### config.mk
export PLATFORM = sky130hd
export DESIGN_NAME = cell_reference_signal_generator
export DESIGN_NICKNAME = d
export VERILOG_FILES = /design/src/rtl/crsg_pkg.sv /design/src/rtl/crsg_ctrl.sv /design/src/rtl/crsg_dp.sv /design/src/rtl/cell_reference_signal_generator.sv
export VERILOG_INCLUDE_DIRS = /design/src /design/src/rtl
export SDC_FILE = /design/constraint.sdc
export NUM_CORES = 1
export LEC_CHECK = 0
export ABC_AREA = 1
export CORE_MARGIN = 2
export CORE_UTILIZATION = 65
export DETAILED_ROUTE_END_ITERATION = 6
export DONT_BUFFER_PORTS = 1
export HOLD_SLACK_MARGIN = 0.03
export PLACE_DENSITY = 0.92
export REMOVE_ABC_BUFFERS = 1
export SLEW_MARGIN = 20
export SYNTH_ARGS = -nofsm -noshare
export SYNTH_HDL_FRONTEND = slang
export SYNTH_SLANG_ARGS = --single-unit
### constraint.sdc
create_clock -name clock -period 12.4 [get_ports clock]
set_clock_uncertainty 0.1 [all_clocks]
set_input_delay 0.62 -clock clock [delete_from_list [all_inputs] [get_ports clock]]
set_output_delay 0.62 -clock clock [all_outputs]
set_load 0.02 [all_outputs]
### src/rtl/cell_reference_signal_generator_macros.svh
// Assertion macros shared by the cell reference signal generator modules.
// Depends on a clock named clock and a reset named reset in the using scope.
`ifndef CELL_REFERENCE_SIGNAL_GENERATOR_MACROS_SVH
`define CELL_REFERENCE_SIGNAL_GENERATOR_MACROS_SVH

// Checked only outside reset.
`define CRSG_ASSERT(label, prop, msg) \
   label: assert property (@(posedge clock) disable iff (reset) prop) else $error(msg);

// Checked on every edge, reset included.
`define CRSG_ASSERT_ALWAYS(label, prop, msg) \
   label: assert property (@(posedge clock) prop) else $error(msg);

`endif

### src/rtl/crsg_pkg.sv
// Package for the cell reference signal generator: beat types, command and status
// structs, constants and the Gold sequence helper functions. No dependencies.
`timescale 1ns / 1ps

package crsg_pkg;

   localparam int MAX_RB         = 110;
   localparam int SKIP_CHIPS     = 1600;
   localparam int SKIP_PAIRS     = SKIP_CHIPS / 2;
   localparam int SKIP_PAIRS_MAX = SKIP_PAIRS + MAX_RB - 1;
   localparam int SKIP_W         = $clog2(SKIP_PAIRS_MAX + 1);
   localparam int COUNT_W        = $clog2(2 * MAX_RB);
   localparam int LFSR_W         = 31;
   localparam int CELL_W         = 9;
   localparam int RB_W           = 7;
   localparam int PROD_W         = 18;

   typedef enum logic [1:0] {
      CSR_CELL_IDENTITY   = 2'd0,
      CSR_RESOURCE_BLOCKS = 2'd1,
      CSR_NORMAL_CP       = 2'd2
   } csr_index_type;

   typedef struct packed {
      logic       start_req;
      logic [4:0] slot_number;
      logic [2:0] symbol_index;
      logic [1:0] antenna_port;
   } req_type;

   typedef struct packed {
      logic [10:0] subcarrier;
      logic        i_negative;
      logic        q_negative;
      logic        last;
      logic        idle_error;
   } rsp_type;

   typedef struct packed {
      logic capture;
      logic seed;
      logic skip;
      logic emit;
   } crsg_cmd_type;

   typedef struct packed {
      logic skip_done;
      logic in_progress;
   } crsg_status_type;

   // Two steps of the first Gold register, x^31 + x^3 + 1.
   function automatic logic [LFSR_W-1:0] lfsr1_step2(input logic [LFSR_W-1:0] x);
      logic [LFSR_W-1:0] y;
      y = {x[0] ^ x[3], x[LFSR_W-1:1]};
      return {y[0] ^ y[3], y[LFSR_W-1:1]};
   endfunction

   // Two steps of the second Gold register, x^31 + x^3 + x^2 + x + 1.
   function automatic logic [LFSR_W-1:0] lfsr2_step2(input logic [LFSR_W-1:0] x);
      logic [LFSR_W-1:0] y;
      y = {x[0] ^ x[1] ^ x[2] ^ x[3], x[LFSR_W-1:1]};
      return {y[0] ^ y[1] ^ y[2] ^ y[3], y[LFSR_W-1:1]};
   endfunction

   // Remainder by six through a reciprocal multiply; exact for all 9-bit inputs.
   function automatic logic [2:0] mod6(input logic [CELL_W-1:0] c);
      logic [CELL_W+9:0] p;
      logic [CELL_W-1:0] q;
      logic [CELL_W-1:0] r;
      p = {10'd0, c} * (CELL_W + 10)'(683);
      q = {2'b00, p[CELL_W+9:12]};
      r = c - CELL_W'(q * CELL_W'(6));
      return r[2:0];
   endfunction

   // Frequency offset from port, symbol, slot parity and cell mod six.
   function automatic logic [2:0] freq_offset(input logic [1:0] port,
                                              input logic [2:0] sym,
                                              input logic       slot_odd,
                                              input logic [2:0] cell_mod);
      logic [2:0] v;
      logic [3:0] sum;
      case (port)
         2'd0:    v = (sym == 3'd0) ? 3'd0 : 3'd3;
         2'd1:    v = (sym == 3'd0) ? 3'd3 : 3'd0;
         2'd2:    v = slot_odd ? 3'd3 : 3'd0;
         default: v = slot_odd ? 3'd6 : 3'd3;
      endcase
      sum = {1'b0, v} + {1'b0, cell_mod};
      if (sum >= 4'd6) begin
         sum = sum - 4'd6;
      end
      return sum[2:0];
   endfunction

endpackage

### src/rtl/crsg_ctrl.sv
// Controller of the cell reference signal generator: sequences capture, seeding,
// fast-forward and emission, and owns the result valid. Depends on crsg_pkg.
`timescale 1ns / 1ps
`include "cell_reference_signal_generator_macros.svh"

module crsg_ctrl (
   input  logic                     clock,
   input  logic                     reset,
   input  logic                     req_valid,
   output logic                     req_ready,
   input  logic                     req_start,
   output logic                     rsp_valid,
   input  logic                     rsp_ready,
   output crsg_pkg::crsg_cmd_type   cmd,
   input  crsg_pkg::crsg_status_type status
);
   import crsg_pkg::*;

   typedef enum logic [3:0] {
      ST_IDLE = 4'b0001,
      ST_LOAD = 4'b0010,
      ST_SKIP = 4'b0100,
      ST_EMIT = 4'b1000
   } state_type;

   state_type state_ff, state_in;
   logic      rsp_valid_ff, rsp_valid_in;
   logic      out_free;
   logic      accept;

   assign out_free  = !rsp_valid_ff || rsp_ready;
   assign req_ready = (state_ff == ST_IDLE) && out_free;
   assign accept    = req_valid && req_ready;
   assign rsp_valid = rsp_valid_ff;

   always_comb begin
      cmd.capture = accept && req_start;
      cmd.seed    = (state_ff == ST_LOAD);
      cmd.skip    = (state_ff == ST_SKIP);
      cmd.emit    = (accept && !req_start) || ((state_ff == ST_EMIT) && out_free);
   end

   always_comb begin
      state_in = state_ff;
      unique case (state_ff)
         ST_IDLE: begin
            if (accept && req_start) begin
               state_in = ST_LOAD;
            end
         end
         ST_LOAD: begin
            state_in = ST_SKIP;
         end
         ST_SKIP: begin
            if (status.skip_done) begin
               state_in = ST_EMIT;
            end
         end
         ST_EMIT: begin
            if (out_free) begin
               state_in = ST_IDLE;
            end
         end
         default: begin
            state_in = ST_IDLE;
         end
      endcase
   end

   always_comb begin
      rsp_valid_in = rsp_valid_ff;
      if (cmd.emit) begin
         rsp_valid_in = 1'b1;
      end else if (rsp_ready) begin
         rsp_valid_in = 1'b0;
      end
   end

   always_ff @(posedge clock) begin
      if (reset) begin
         state_ff     <= ST_IDLE;
         rsp_valid_ff <= 1'b0;
      end else begin
         state_ff     <= state_in;
         rsp_valid_ff <= rsp_valid_in;
      end
   end

   `CRSG_ASSERT(a_load_to_skip, (state_ff == ST_LOAD) |=> (state_ff == ST_SKIP), "bad load exit")
   `CRSG_ASSERT(a_emit_needs_room, cmd.emit |-> out_free, "emit while result register full")
   `CRSG_ASSERT(a_emit_in_progress, (state_ff == ST_EMIT) |-> status.in_progress, "no symbol")
   `CRSG_ASSERT_ALWAYS(a_reset_state, reset |=> ((state_ff == ST_IDLE) && !rsp_valid), "not reset")

endmodule

### src/rtl/crsg_dp.sv
// Datapath of the cell reference signal generator: configuration registers, seed
// multiply, Gold registers, skip and element counters and the result register. Uses crsg_pkg.
`timescale 1ns / 1ps
`include "cell_reference_signal_generator_macros.svh"

module crsg_dp (
   input  logic                      clock,
   input  logic                      reset,
   input  logic                      csr_wr_en,
   input  logic [1:0]                csr_index,
   input  logic [8:0]                csr_wdata,
   input  crsg_pkg::req_type         req_data,
   output crsg_pkg::rsp_type         rsp_data,
   input  crsg_pkg::crsg_cmd_type    cmd,
   output crsg_pkg::crsg_status_type status
);
   import crsg_pkg::*;

   logic [CELL_W-1:0]  cell_ff, cell_in;
   logic [RB_W-1:0]    rb_ff, rb_in;
   logic               ncp_ff, ncp_in;
   logic [PROD_W-1:0]  prod_ff, prod_in;
   logic [LFSR_W-1:0]  first_ff, first_in;
   logic [LFSR_W-1:0]  second_ff, second_in;
   logic [SKIP_W-1:0]  skip_ff, skip_in;
   logic [COUNT_W-1:0] count_ff, count_in;
   logic [2:0]         offset_ff, offset_in;
   logic               active_ff, active_in;
   rsp_type            rsp_ff, rsp_in;

   logic [RB_W-1:0]    rb_used;
   logic [7:0]         seed_factor;
   logic               last;
   logic [10:0]        subcarrier;

   always_comb begin
      rb_used = rb_ff;
      if (rb_ff < RB_W'(1)) begin
         rb_used = RB_W'(1);
      end else if (rb_ff > RB_W'(MAX_RB)) begin
         rb_used = RB_W'(MAX_RB);
      end
   end

   always_comb begin
      cell_in = cell_ff;
      rb_in   = rb_ff;
      ncp_in  = ncp_ff;
      if (csr_wr_en) begin
         unique case (csr_index)
            CSR_CELL_IDENTITY:   cell_in = csr_wdata;
            CSR_RESOURCE_BLOCKS: rb_in   = csr_wdata[RB_W-1:0];
            CSR_NORMAL_CP:       ncp_in  = csr_wdata[0];
            default: begin
            end
         endcase
      end
   end

   assign seed_factor = 8'(7 * ({3'd0, req_data.slot_number} + 8'd1))
                      + {5'd0, req_data.symbol_index} + 8'd1;
   assign prod_in     = PROD_W'(seed_factor) * PROD_W'({cell_ff, 1'b1});
   assign last        = ({1'b0, count_ff} + 9'd1) >= {1'b0, rb_used, 1'b0};
   assign subcarrier  = {1'b0, count_ff, 2'b00} + {2'b00, count_ff, 1'b0}
                      + {8'd0, offset_ff};

   always_comb begin
      first_in  = first_ff;
      second_in = second_ff;
      skip_in   = skip_ff;
      count_in  = count_ff;
      offset_in = offset_ff;
      active_in = active_ff;
      rsp_in    = rsp_ff;
      if (cmd.capture) begin
         offset_in = freq_offset(req_data.antenna_port, req_data.symbol_index,
                                 req_data.slot_number[0], mod6(cell_ff));
         count_in  = '0;
         active_in = 1'b1;
      end
      if (cmd.seed) begin
         // Seed is 1024 * factor * (2 * cell + 1) + 2 * cell + normal_cp.
         first_in  = LFSR_W'(1);
         second_in = LFSR_W'({prod_ff, cell_ff, ncp_ff});
         skip_in   = SKIP_W'(SKIP_PAIRS + MAX_RB) - SKIP_W'(rb_used);
      end
      if (cmd.skip) begin
         first_in  = lfsr1_step2(first_ff);
         second_in = lfsr2_step2(second_ff);
         skip_in   = skip_ff - SKIP_W'(1);
      end
      if (cmd.emit) begin
         rsp_in = '0;
         if (active_ff) begin
            rsp_in.subcarrier = subcarrier;
            rsp_in.i_negative = first_ff[0] ^ second_ff[0];
            rsp_in.q_negative = first_ff[1] ^ second_ff[1];
            rsp_in.last       = last;
            first_in          = lfsr1_step2(first_ff);
            second_in         = lfsr2_step2(second_ff);
            if (last) begin
               active_in = 1'b0;
               count_in  = '0;
            end else begin
               count_in  = count_ff + COUNT_W'(1);
            end
         end else begin
            rsp_in.idle_error = 1'b1;
         end
      end
   end

   always_ff @(posedge clock) begin
      if (reset) begin
         cell_ff   <= '0;
         rb_ff     <= RB_W'(6);
         ncp_ff    <= 1'b1;
         first_ff  <= '0;
         second_ff <= '0;
         skip_ff   <= '0;
         count_ff  <= '0;
         offset_ff <= '0;
         active_ff <= 1'b0;
      end else begin
         cell_ff   <= cell_in;
         rb_ff     <= rb_in;
         ncp_ff    <= ncp_in;
         first_ff  <= first_in;
         second_ff <= second_in;
         skip_ff   <= skip_in;
         count_ff  <= count_in;
         offset_ff <= offset_in;
         active_ff <= active_in;
      end
   end

   always_ff @(posedge clock) begin
      prod_ff <= prod_in;
      rsp_ff  <= rsp_in;
   end

   assign rsp_data           = rsp_ff;
   assign status.skip_done   = (skip_ff == SKIP_W'(1));
   assign status.in_progress = active_ff;

   `CRSG_ASSERT(a_count_bound, count_ff <= COUNT_W'(2 * MAX_RB - 1), "element count past symbol end")
   `CRSG_ASSERT(a_skip_nonzero, cmd.skip |-> (skip_ff != '0), "skip counter underflow")

endmodule

### src/rtl/cell_reference_signal_generator.sv
// Top level of the cell reference signal generator: joins controller and datapath.
// Depends on crsg_pkg, crsg_ctrl and crsg_dp.
//
// Usage: configure cell_identity, resource_blocks and normal_cp through the csr_
// write port while the block is idle. Each request beat yields exactly one
// response beat. A beat with start_req set latches slot, symbol and antenna port,
// seeds the two Gold registers and fast-forwards them two chips per cycle, then
// returns element 0. Beats with start_req clear return the next element, with last
// set on element 2*resource_blocks-1, resource_blocks clamped to 1 to 110; with no
// symbol in progress they return idle_error set and all other fields zero.
// Timing: a continue beat is registered at its acceptance edge, so the response
// is valid the next cycle and such beats stream at one per cycle while rsp_ready
// stays high. A start beat passes through a seed load state, a fast-forward state
// that steps the Gold registers by 1820-2*resource_blocks chips, and an emit state
// that waits for a free result register; req_ready stays low meanwhile.
// A stalled response holds its beat in the output register; one further request
// is taken only when that register is free or drained in the same cycle.
// Reset clears all registers but the seed product and response data to their defaults and drops any symbol in progress.
`timescale 1ns / 1ps

module cell_reference_signal_generator (
   input  logic              clock,
   input  logic              reset,
   input  logic              req_valid,
   output logic              req_ready,
   input  crsg_pkg::req_type req_data,
   output logic              rsp_valid,
   input  logic              rsp_ready,
   output crsg_pkg::rsp_type rsp_data,
   input  logic              csr_wr_en,
   input  logic [1:0]        csr_index,
   input  logic [8:0]        csr_wdata
);
   import crsg_pkg::*;

   crsg_cmd_type    cmd;
   crsg_status_type status;

   crsg_ctrl u_ctrl (
      .clock     (clock),
      .reset     (reset),
      .req_valid (req_valid),
      .req_ready (req_ready),
      .req_start (req_data.start_req),
      .rsp_valid (rsp_valid),
      .rsp_ready (rsp_ready),
      .cmd       (cmd),
      .status    (status)
   );

   crsg_dp u_dp (
      .clock     (clock),
      .reset     (reset),
      .csr_wr_en (csr_wr_en),
      .csr_index (csr_index),
      .csr_wdata (csr_wdata),
      .req_data  (req_data),
      .rsp_data  (rsp_data),
      .cmd       (cmd),
      .status    (status)
   );

endmodule
==> key figures <==
Floorplan
  – Die Y: 132 µm
  – DIE AREA: 0.0173 mm²
  – Core region area: 0.0159 mm²
  – Horizontal die dimension: 132 µm
  – Std cell rows: 46
  – Effective utilization at floorplan: 0.667
  – Number of primary I/O pins: 44

Critical path
  – Category of the worst setup path launch point: input pin
  – Launch point of the worst path: req_data[5]
  – Crit path buffers/inverters: 5
  – Cell family contributing the most delay on the critical path: adder cells
  – Largest fanout of any net on the critical path: 8
  – Worst setup path end: u_dp.prod_ff[16]
  – Arrival time worst endpoint: 7610 ps
  – WP data required: 12620 ps
  – Depth of the worst register-to-register path: 24
  – Register-to-Register Setup Slack: 7030 ps
  – Delay of the slowest cell on the worst path: 550 ps
  – Reg-to-reg startpoint: u_dp.cell_ff[4]
  – Crit-path slowest cell: sky130_fd_sc_hd__fa_1
  – Critical Path End Type: flip-flop
  – End of the worst register-to-register path: u_dp.offset_ff[2]
  – Type of the worst setup path: in2reg
  – Count of cell instances traversed by the critical path: 29

Detailed routing
  – Remaining antenna violation count: 0
  – Via-per-instance ratio: 5.81
  – # DRC: 0
  – Number of DRC markers after the initial detailed-route iteration: 884
  – Pre-antenna DRT Iters: 6
  – Wire length reported by the detailed router: 24.2 mm
  – Average routed wire per standard cell: 15.6 µm
  – Vias: 9011

Layout
  – Post-layout net count: 1537
  – Most frequent cells in the layout: 297 x sky130_fd_sc_hd__nand2_1, 227 x sky130_fd_sc_hd__inv_1, 130 x sky130_fd_sc_hd__a21oi_1, 124 x sky130_fd_sc_hd__dfxtp_1, 117 x sky130_fd_sc_hd__ha_1
  – Area added between synthesis and finish: 5.47%
  – Leading cell type in the layout, fill and taps excluded: sky130_fd_sc_hd__nand2_1
  – Layout Utilization: 0.703
  – Number of diodes added for antenna fixing: 0
  – Layout cell share with drive strength beyond 1: 0.0390

CTS
  – Quantity of hold-fixing buffers added after cts: 0
  – Clk Latency, worst-skew pair: 430 ps
  – TritonCTS buffer count: 17
  – Number of buffers on the longest clock path: 2
  – TritonCTS clock tree: yes
  – Total clock sinks: 139
  – Clk slew on worst S/H paths: 60 ps
  – CTS H-tree lvls: 4
  – Post-CTS setup repair buffer count: 0
  – Root buffer cell: sky130_fd_sc_hd__clkbuf_16
  – Post-cts sizing count: 0

GRT
  – Maximum number of pins on one net before global-route repair: 79
  – Vias in the first global route: 9055
  – Total routing usage reported by global routing: 0.291
  – Number of antenna violations at the first check in global routing: 0
  – Total overflow reported by the global router: 0
  – Global-route wire length before repair: 41.6 mm

STA
  – Worst Hold Slack: 164 ps
  – Worst relative slew slack: 0.295
  – RSZ-0062 raised after global routing: false
  – Total count of max-transition violations in the final report: 0
  – Achievable clock frequency: 0.135 GHz
  – Aggregate negative setup slack: 0 ps
  – Setup Viol. Count Final: 0
  – Tmin final: 7400 ps
  – Post-route fraction of the period consumed by the critical path: 0.596
  – Number of hold-slack violations in the final timing report: 0
  – Worst Tran Pin Value: 1060 ps

Logic synthesis
  – Number of enable flip-flop cells after synthesis: 15
  – Gate Count Post-Synth: 1344
  – Number of warnings printed during yosys synthesis: 0
  – Fraction of synthesis flops using an asynchronous set or reset pin: 0
  – Total of flip-flops plus latches after synthesis: 139
  – Count of unique library cells instantiated by Yosys: 44
  – Post-Synthesis Mean Instance Area: 7.88 µm²
  – Dominant register cell in the synthesized netlist: sky130_fd_sc_hd__dfxtp_1
  – Proportion of synthesized chip area in sequential cells: 0.277
  – Summed instance area of the synthesized netlist: 0.0106 mm²

Power
  – Power Dens Cells: 151 mW/mm²
  – Maximum vdd ir drop: 0.0894 mV
  – Lkg Pwr: 0.00532 µW

Job
  – Max-cap violations: 0

Run status
  – Run status: completed

Placement
  – DP HPWL: 16.9 mm
  – Weighted congestion at the end of routability-driven global placement: 0.943
  – Count of port buffers added during placement: 0

Hold path
  – Worst min-delay path category: in2reg
==> area by class of cell <==
cell class / instances / area (µm²)
multi-input combinational: 932 / 6540
fill: 1143 / 4710
sequential: 139 / 2930
inverter: 231 / 867
clock buffer: 17 / 425
tap: 216 / 270
clock inverter: 15 / 130
timing repair buffer: 1 / 7.51
==> state kept, by name, indices dropped and copies added, names as in the netlist, 3 cells and up <==
signal           cells
u_dp.first_ff       31
u_dp.second_ff      31
u_dp.prod_ff        18
u_dp.rsp_data       15
u_dp.skip_ff        10
u_dp.cell_ff         9
u_dp.count_ff        8
u_dp.rb_ff           7
u_ctrl.state_ff      4
u_dp.offset_ff       3
==> power by group <==
| group | leakage [µW] | internal (µW) | switching [µW] |
|---|---|---|---|
| clock network | 0.000277 | 264 | 213 |
| registers | 0.00115 | 509 | 42.5 |
| logic | 0.00389 | 237 | 427 |
| total | 0.00532 | 1010 | 683 |
==> how the worst min path moves through the flow <==
stage                     slack [ps]          startpoint                  to  cells after the start
final                            160               reset   u_dp.first_ff[13]                      1
after global routing             150               reset   u_dp.first_ff[20]                      1
after CTS                        160               reset   u_dp.first_ff[19]                      1
after detailed placement         350    u_dp.first_ff[5]    u_dp.first_ff[5]                      2
after global placement           340  u_dp.second_ff[23]  u_dp.second_ff[21]                      2
after floorplan                  330  u_dp.second_ff[12]  u_dp.second_ff[10]                      2
==> cells by family (layout without fill, tap and decap cells) <==
family                   count (synthesis)  in the layout  share of synthesized area
buffers and inverters                  273            264                      0.106
AND/OR/NAND/NOR                        457            457                      0.178
AO/OA/AOI/OAI                          238            238                      0.126
flip-flops                             139            139                      0.277
adder cells (fa/ha/maj)                188            188                      0.272
XOR/XNOR                                49             49                     0.0405
==> synth_stat cells (all sizes together) (2+ instances only) <==
cell type / number / share of area
o21bai: 3 / 0.0021
dfxtp: 124 / 0.23
o211ai: 5 / 0.0035
nand4: 11 / 0.0065
ha: 117 / 0.14
clkinv: 2 / 0.00071
nand3b: 3 / 0.0021
a21oi: 130 / 0.061
inv: 229 / 0.081
nand2: 300 / 0.11
edfxtp: 15 / 0.043
a22o: 20 / 0.017
clkbuf: 23 / 0.0081
o21ai: 59 / 0.028
buf: 19 / 0.016
xnor2: 22 / 0.018
fa: 71 / 0.13
xor2: 27 / 0.022
nor3: 10 / 0.0057
o21a: 2 / 0.0014
nand3: 41 / 0.020
or2: 3 / 0.0018
a31oi: 6 / 0.0035
nor2: 88 / 0.034
a21o: 5 / 0.0035
==> per-stage QoR <==
stage / std cells / cell area, µm² / power [µW] / setup WS, ps
after global placement: 1519 / 10600 / 1160 / 4970
after floorplan: 1302 / 10300 / 1050 / 5340
after CTS: 1551 / 11200 / 1690 / 5080
after global routing: 1551 / 11200 / 1820 / 4530
final: 1551 / 11200 / 1690 / 5000
after detailed placement: 1519 / 10600 / 1200 / 4650
==> worst reg2reg max path, cell delays in order (launching register included) <==
cell,delay [ps]
sky130_fd_sc_hd__dfxtp_1,610
sky130_fd_sc_hd__inv_1,300
sky130_fd_sc_hd__fa_1,620
sky130_fd_sc_hd__inv_1,60
sky130_fd_sc_hd__fa_1,560
sky130_fd_sc_hd__fa_1,420
sky130_fd_sc_hd__ha_1,330
sky130_fd_sc_hd__a21oi_1,140
sky130_fd_sc_hd__o21ai_0,80
sky130_fd_sc_hd__nor2_1,190
sky130_fd_sc_hd__nand2_1,110
sky130_fd_sc_hd__nand2_1,90
sky130_fd_sc_hd__nand2_1,50
sky130_fd_sc_hd__ha_1,180
sky130_fd_sc_hd__xnor2_1,190
sky130_fd_sc_hd__inv_1,70
sky130_fd_sc_hd__nand3_1,110
sky130_fd_sc_hd__nand2_1,60
sky130_fd_sc_hd__nand2_1,60
sky130_fd_sc_hd__nand2_1,50
sky130_fd_sc_hd__ha_1,320
sky130_fd_sc_hd__xor2_1,180
sky130_fd_sc_hd__a21oi_1,180
sky130_fd_sc_hd__o21ai_0,120
sky130_fd_sc_hd__a21oi_1,130
==> metal layers <==
| layer | wire (µm) | vias to the layer above | track usage |
|---|---|---|---|
| met5 | 0 | - | 0 |
| met4 | 897 | 0 | 0.123 |
| met3 | 1710 | 84 | 0.0544 |
| met2 | 11900 | 424 | 0.499 |
| met1 | 9720 | 4267 | 0.359 |
| li1 | - | 4236 | - |
No activity file was read; power rests on OpenSTA's default activity.
